**config.mk**
```make
export PLATFORM = sky130hd
export DESIGN_NAME = kmss_ctrl
export DESIGN_NICKNAME = d
export VERILOG_FILES = /design/src/kmss_pkg.sv /design/src/kmss_ctrl.sv
export SDC_FILE = /design/constraint.sdc
export NUM_CORES = 1
export LEC_CHECK = 0
export BUFFER_PORTS_ARGS = -buffer_cell sky130_fd_sc_hd__buf_2
export CAP_MARGIN = 25
export CORE_AREA = 2 2 39 41
export DETAILED_ROUTE_END_ITERATION = 12
export DIE_AREA = 0 0 41 43
export GPL_TIMING_DRIVEN = 0
export PLACE_DENSITY = 0.3
export SETUP_SLACK_MARGIN = 0.1
export SLEW_MARGIN = 25
export SYNTH_ARGS = -nofsm -noshare
export SYNTH_HDL_FRONTEND = slang
export SYNTH_SLANG_ARGS = --single-unit
```
**constraint.sdc**
```tcl
create_clock -name clk -period 1.3 [get_ports clk]
set_input_delay 0.065 -clock clk [delete_from_list [all_inputs] [get_ports clk]]
set_output_delay 0.065 -clock clk [all_outputs]
set_load 0.03 [all_outputs]
```
**src/kmss_pkg.sv**
```systemverilog
// Package for the keyed multi-stack store: parameter defaults, result status codes
// and the command and status structs between the controller and the datapath.
// Depends on nothing; the top level, controller and datapath refer to it by scoped names.
package kmss_pkg;

    // Defaults for the top-level parameters.
    localparam int NUM_TYPES_DEF    = 16;
    localparam int STACK_DEPTH_DEF  = 64;
    localparam int PAYLOAD_BITS_DEF = 32;

    // Fixed widths of the item and result fields.
    localparam int CODE_W    = 16;
    localparam int WORD_W    = 32;
    localparam int STATUS_W  = 2;
    localparam int PENDING_W = 5;

    // Result status codes.
    localparam logic [STATUS_W-1:0] ST_OK         = 2'd0;
    localparam logic [STATUS_W-1:0] ST_NONE       = 2'd1;
    localparam logic [STATUS_W-1:0] ST_TABLE_FULL = 2'd2;
    localparam logic [STATUS_W-1:0] ST_STACK_FULL = 2'd3;

    // Operation codes of the func field.
    localparam logic FUNC_PUSH = 1'b0;
    localparam logic FUNC_POP  = 1'b1;

    // Commands from the controller to the datapath.
    typedef struct packed {
        logic capture;     // latch the incoming item
        logic match;       // compare the code against every claimed slot
        logic exec;        // decide, update the tables and access the stack memory
        logic finish_pop;  // stack memory read data is valid: deliver the pop result
    } cmd_t;

    // Status from the datapath to the controller.
    typedef struct packed {
        logic pop_read;    // the item being executed is a successful pop
    } stat_t;

endpackage

```
**src/kmss_ctrl.sv**
```systemverilog
// Controller of the keyed multi-stack store: sequences capture, match, execute
// and the pop read-back. Depends on kmss_pkg for the command and status structs.
module kmss_ctrl (
    input  logic            clk,
    input  logic            rst_n,
    input  logic            start,
    output logic            busy,
    output kmss_pkg::cmd_t  cmd,
    input  kmss_pkg::stat_t stat
);

    localparam logic [1:0] S_IDLE  = 2'd0;
    localparam logic [1:0] S_MATCH = 2'd1;
    localparam logic [1:0] S_EXEC  = 2'd2;
    localparam logic [1:0] S_POP   = 2'd3;

    logic [1:0] state_reg;
    logic [1:0] state_next;

    always_comb
    begin
        state_next     = state_reg;
        cmd.capture    = 1'b0;
        cmd.match      = 1'b0;
        cmd.exec       = 1'b0;
        cmd.finish_pop = 1'b0;
        case (state_reg)
            S_IDLE:
            begin
                if (start)
                begin
                    cmd.capture = 1'b1;
                    state_next  = S_MATCH;
                end
            end
            S_MATCH:
            begin
                cmd.match  = 1'b1;
                state_next = S_EXEC;
            end
            S_EXEC:
            begin
                cmd.exec = 1'b1;
                // A successful pop goes on to S_POP for the registered stack memory read.
                state_next = stat.pop_read ? S_POP : S_IDLE;
            end
            S_POP:
            begin
                cmd.finish_pop = 1'b1;
                state_next     = S_IDLE;
            end
            default:
            begin
                state_next = S_IDLE;
            end
        endcase
    end

    always_ff @(posedge clk or negedge rst_n)
    begin
        if (!rst_n)
        begin
            state_reg <= S_IDLE;
        end
        else
        begin
            state_reg <= state_next;
        end
    end

    assign busy = (state_reg != S_IDLE);

endmodule

```
Word level (Yosys, flattened, before mapping)
Cells that the tools add are included.
{"block": "word_totals", "in_bits": 4, "elab_cells": 15, "reg_bits": 2}
{"block": "classes", "n_mux": 8, "n_eq_ne": 4, "n_reduce_logical": 2}
{"op": "$pmux W2 S4", "n": 1}
{"op": "$mux W1", "n": 5}
{"op": "$eq A2 B2 Y1 const B", "n": 2}
{"op": "$mux W2", "n": 2}
{"op": "$eq A2 B1 Y1 const B", "n": 1}
{"op": "$logic_not A2 Y1", "n": 1}
{"op": "$ne A2 B2 Y1 const B", "n": 1}
{"op": "$reduce_bool A2 Y1", "n": 1}

Longest topological paths before layout
{"block": "depth", "ltp_word": 2, "ltp_mapped": 2}

Least setup slack after synthesis
OpenSTA, ideal clock, no wires.
{"block": "synth_path", "path_type": "flip-flop to output port", "start": "register state_reg[1]", "end": "output cmd[3] (netlist bit)", "required_ns": 1.235, "slack_ns": 0.029, "path_buffers": 0, "path_stages_with_launch": 3, "t_arrival_ns": 1.206, "cell_sequence": "dfrtp_1 -> or2_1 -> nor2_1"}
{"item": "from (decl)", "line_no": "kmss_ctrl.sv:17", "rtl": "logic [1:0] state_reg;"}
{"item": "from (signal assigned)", "line_no": "kmss_ctrl.sv:67", "rtl": "state_reg <= state_next;"}
{"item": "to (decl)", "line_no": "kmss_ctrl.sv:8", "rtl": "output kmss_pkg::cmd_t cmd,"}

==> metrics <==
YS warnings 0; number of flops mapped to enable cells by yosys 0; Critical Path Sink cmd[3]; WP depth 3; CP max FO 4; RSZ-0062 raised after global routing true; syn_area_per_cell 9.441 µm²; vias in the first global route 122; Worst Path Required 1.24 ns; Vias 129; Bufs on Longest Clock Path 2; max cap viols 0; Worst Max-Slew Pin Slew 0.1173 ns; sequential-to-total area share from yosys stat 48.19%; CP delay by family, top flip-flops; fin crit share 89.95%; vias per inst 3.225; clock tree sinks 2; CTS tree done; area of the multi-input gates 52.55 µm²; Hold Violations, Final 0; Seq cells post-synth 2; Place WS 0.2988 ns; Leak 0.1179 nW; Synth Area in Simple Gates 31.33%; Total GRT Usage 4.719%; core area 0.001384 mm²; Pre-antenna DRT Iters 2; Slew HR 91.96%; I/O pins 9; Synth Area in Compound Gates 7.229%; Layout area overhead 104.8%; crit path DAT 1.10 ns; Die Ht 43 µm; CP cell instances or2_1 -> nor2_2 -> buf_6; ranking of synthesized cells by area dfrtp_1, nor2b_1, mux2i_1; Worst Reg-to-Reg Cells 3; Starting DRT DRC Count 3; Die X 41 µm; Syn Inst Count 11; diodes inserted 0; fin. max-slew vios 0; number of CTS-inserted buffers 3; Fill cells 158; drt total wl 301 µm; Synth top area share 48.19%; Seq. cell area 50.05 µm²; number of flip-flops in the largest register 2; worst skew pair latency 0.22 ns; Post-Synth Adder-Cell Area 0%; mapped cell area 103.9 µm²; post-synthesis mux area share 9.639%; Setup WS post-layout 0.1306 ns; antenna violations before repair 0; Yosys cell types 8; HP Class input port to flip-flop; min cycle time layout 1.169 ns; clock root cell clkbuf_4; Port Buffers 8; xor/xnor share of the synthesized area 0%; DRT antenna net count 0; drt drc 0; CP endpoint kind output pin; die footprint 0.001763 mm²; clk slew on worst S/H paths 0.03 ns; Max Clk Rate 855.1 MHz; ys async rst share 100.0%; Finish-stage setup viols 0; setup_tns 0 ns; Final Skew 0.002475 ns; r2r setup slk 0.45 ns; power per cell area 2631 mW/mm²; syn_nets 15; largest family of logic cells by synthesized area simple AND/OR/NAND/NOR gates; Critical path buffers and inverters 1; maximum VDD drop 559.7 µV; Final nets 30; Post-synth top cells dfrtp_1, nor2_1, nor2b_1; largest net degree at the start of global routing 6; Worst Setup SP state_reg[1]$_DFFE_PN0P_; first-pass GRT wire length 469 µm; # H-tree levels 1; dominant synthesized flop cell dfrtp_1; grt total ovfl 0; layout cells sized above 1 54.17%; row cnt 14; WL per Instance 7.525 µm; startpoint type of the worst setup path flip-flop; post-synth top area cell dfrtp_1; status complete, no violations; Initial Util 7.505%; slowest CP cell dfrtp_1; reg2reg end state_reg[0]$_DFFE_PN0P_; WS Path Type flip-flop to output pin; reg-to-reg critical path startpoint state_reg[1]$_DFFE_PN0P_; crit-path max cell delay 0.38 ns; RD Place Congestion 0.5344
==> stage by stage <==
step | hold slack [ns] | area, µm² | utilization (%) | total power [mW] | cells
after floorplan | -0.2306 | 106.4 | - | 0.3120 | 11
after global placement | -0.1480 | 166.4 | 12.03 | 0.3834 | 35
after detailed placement | -0.1486 | 166.4 | 12.03 | 0.3932 | 35
after CTS | 0.06774 | 212.7 | 15.37 | 0.5730 | 40
after global routing | 0.06774 | 212.7 | 15.37 | 0.6097 | 40
final | 0.07441 | 212.7 | 15.37 | 0.5596 | 40
==> cell type report <==
| type | count | area share (%) |
|---|---|---|
| clock buffers | 3 | 10.59 |
| inverters | 1 | 1.765 |
| multi-input cells | 8 | 24.71 |
| flip-flops and latches | 2 | 23.53 |
| well taps | 16 | 9.412 |
| repair buffers | 10 | 30.00 |
==> what timing repair did <==
item / in CTS / in global routing
endpoints found under the hold margin: 2 / 0
endpoints found under the setup margin: 1 / 1
resized for setup: 2 / 0
hold buffers: 1 / 0
cloned: 0 / 0
buffers inserted: 1 / 0
==> layer usage <==
metal | share of wire (%) | up-vias | GRT usage [%] | routed length [µm]
li1 | - | 62 | - | -
met4 | 0 | 0 | 6.000 | 0
met3 | 19 | 0 | 4.712 | 56
met5 | 0 | - | 0 | 0
met1 | 49 | 58 | 4.502 | 148
met2 | 32 | 9 | 4.688 | 96
==> kinds of logic after synthesis <==
family | Yosys count
simple gates | 6
flops | 2
compound gates | 1
buf+inv | 1
mux | 1
==> placed cells by master, fill, tap and decap left out, types with 2 or more instances in the layout <==
master | synthesis | routed
buf_2 | 0 | 7
nor2b_1 | 2 | 2
dfrtp_1 | 2 | 2
clkbuf_4 | 0 | 3
==> worst min-delay path by stage <==
stage,start,endpoint,slack [ns],cells past startpoint
floorplan,rst_n,state_reg[0]$_DFFE_PN0P_,-0.23,0
global placement,rst_n,state_reg[0]$_DFFE_PN0P_,-0.15,1
detailed placement,rst_n,state_reg[0]$_DFFE_PN0P_,-0.15,1
CTS,stat,state_reg[1]$_DFFE_PN0P_,0.07,2
global route,stat,state_reg[1]$_DFFE_PN0P_,0.07,2
finish,stat,state_reg[1]$_DFFE_PN0P_,0.07,2
==> where the power goes <==
group          switching, mW  internal (mW)
Sequential            0.0234         0.0881
Clock                 0.0340          0.102
Combinational          0.195          0.118
==> worst reg2reg max path, delay by kind of cell, from the launching register on <==
| family | cells | cell delay, ns |
|---|---|---|
| buf+inv | 1 | 0.14 |
| flops | 1 | 0.38 |
| mux | 1 | 0.13 |
| simple gates | 1 | 0.06 |
No activity file was read; power rests on OpenSTA's default activity.
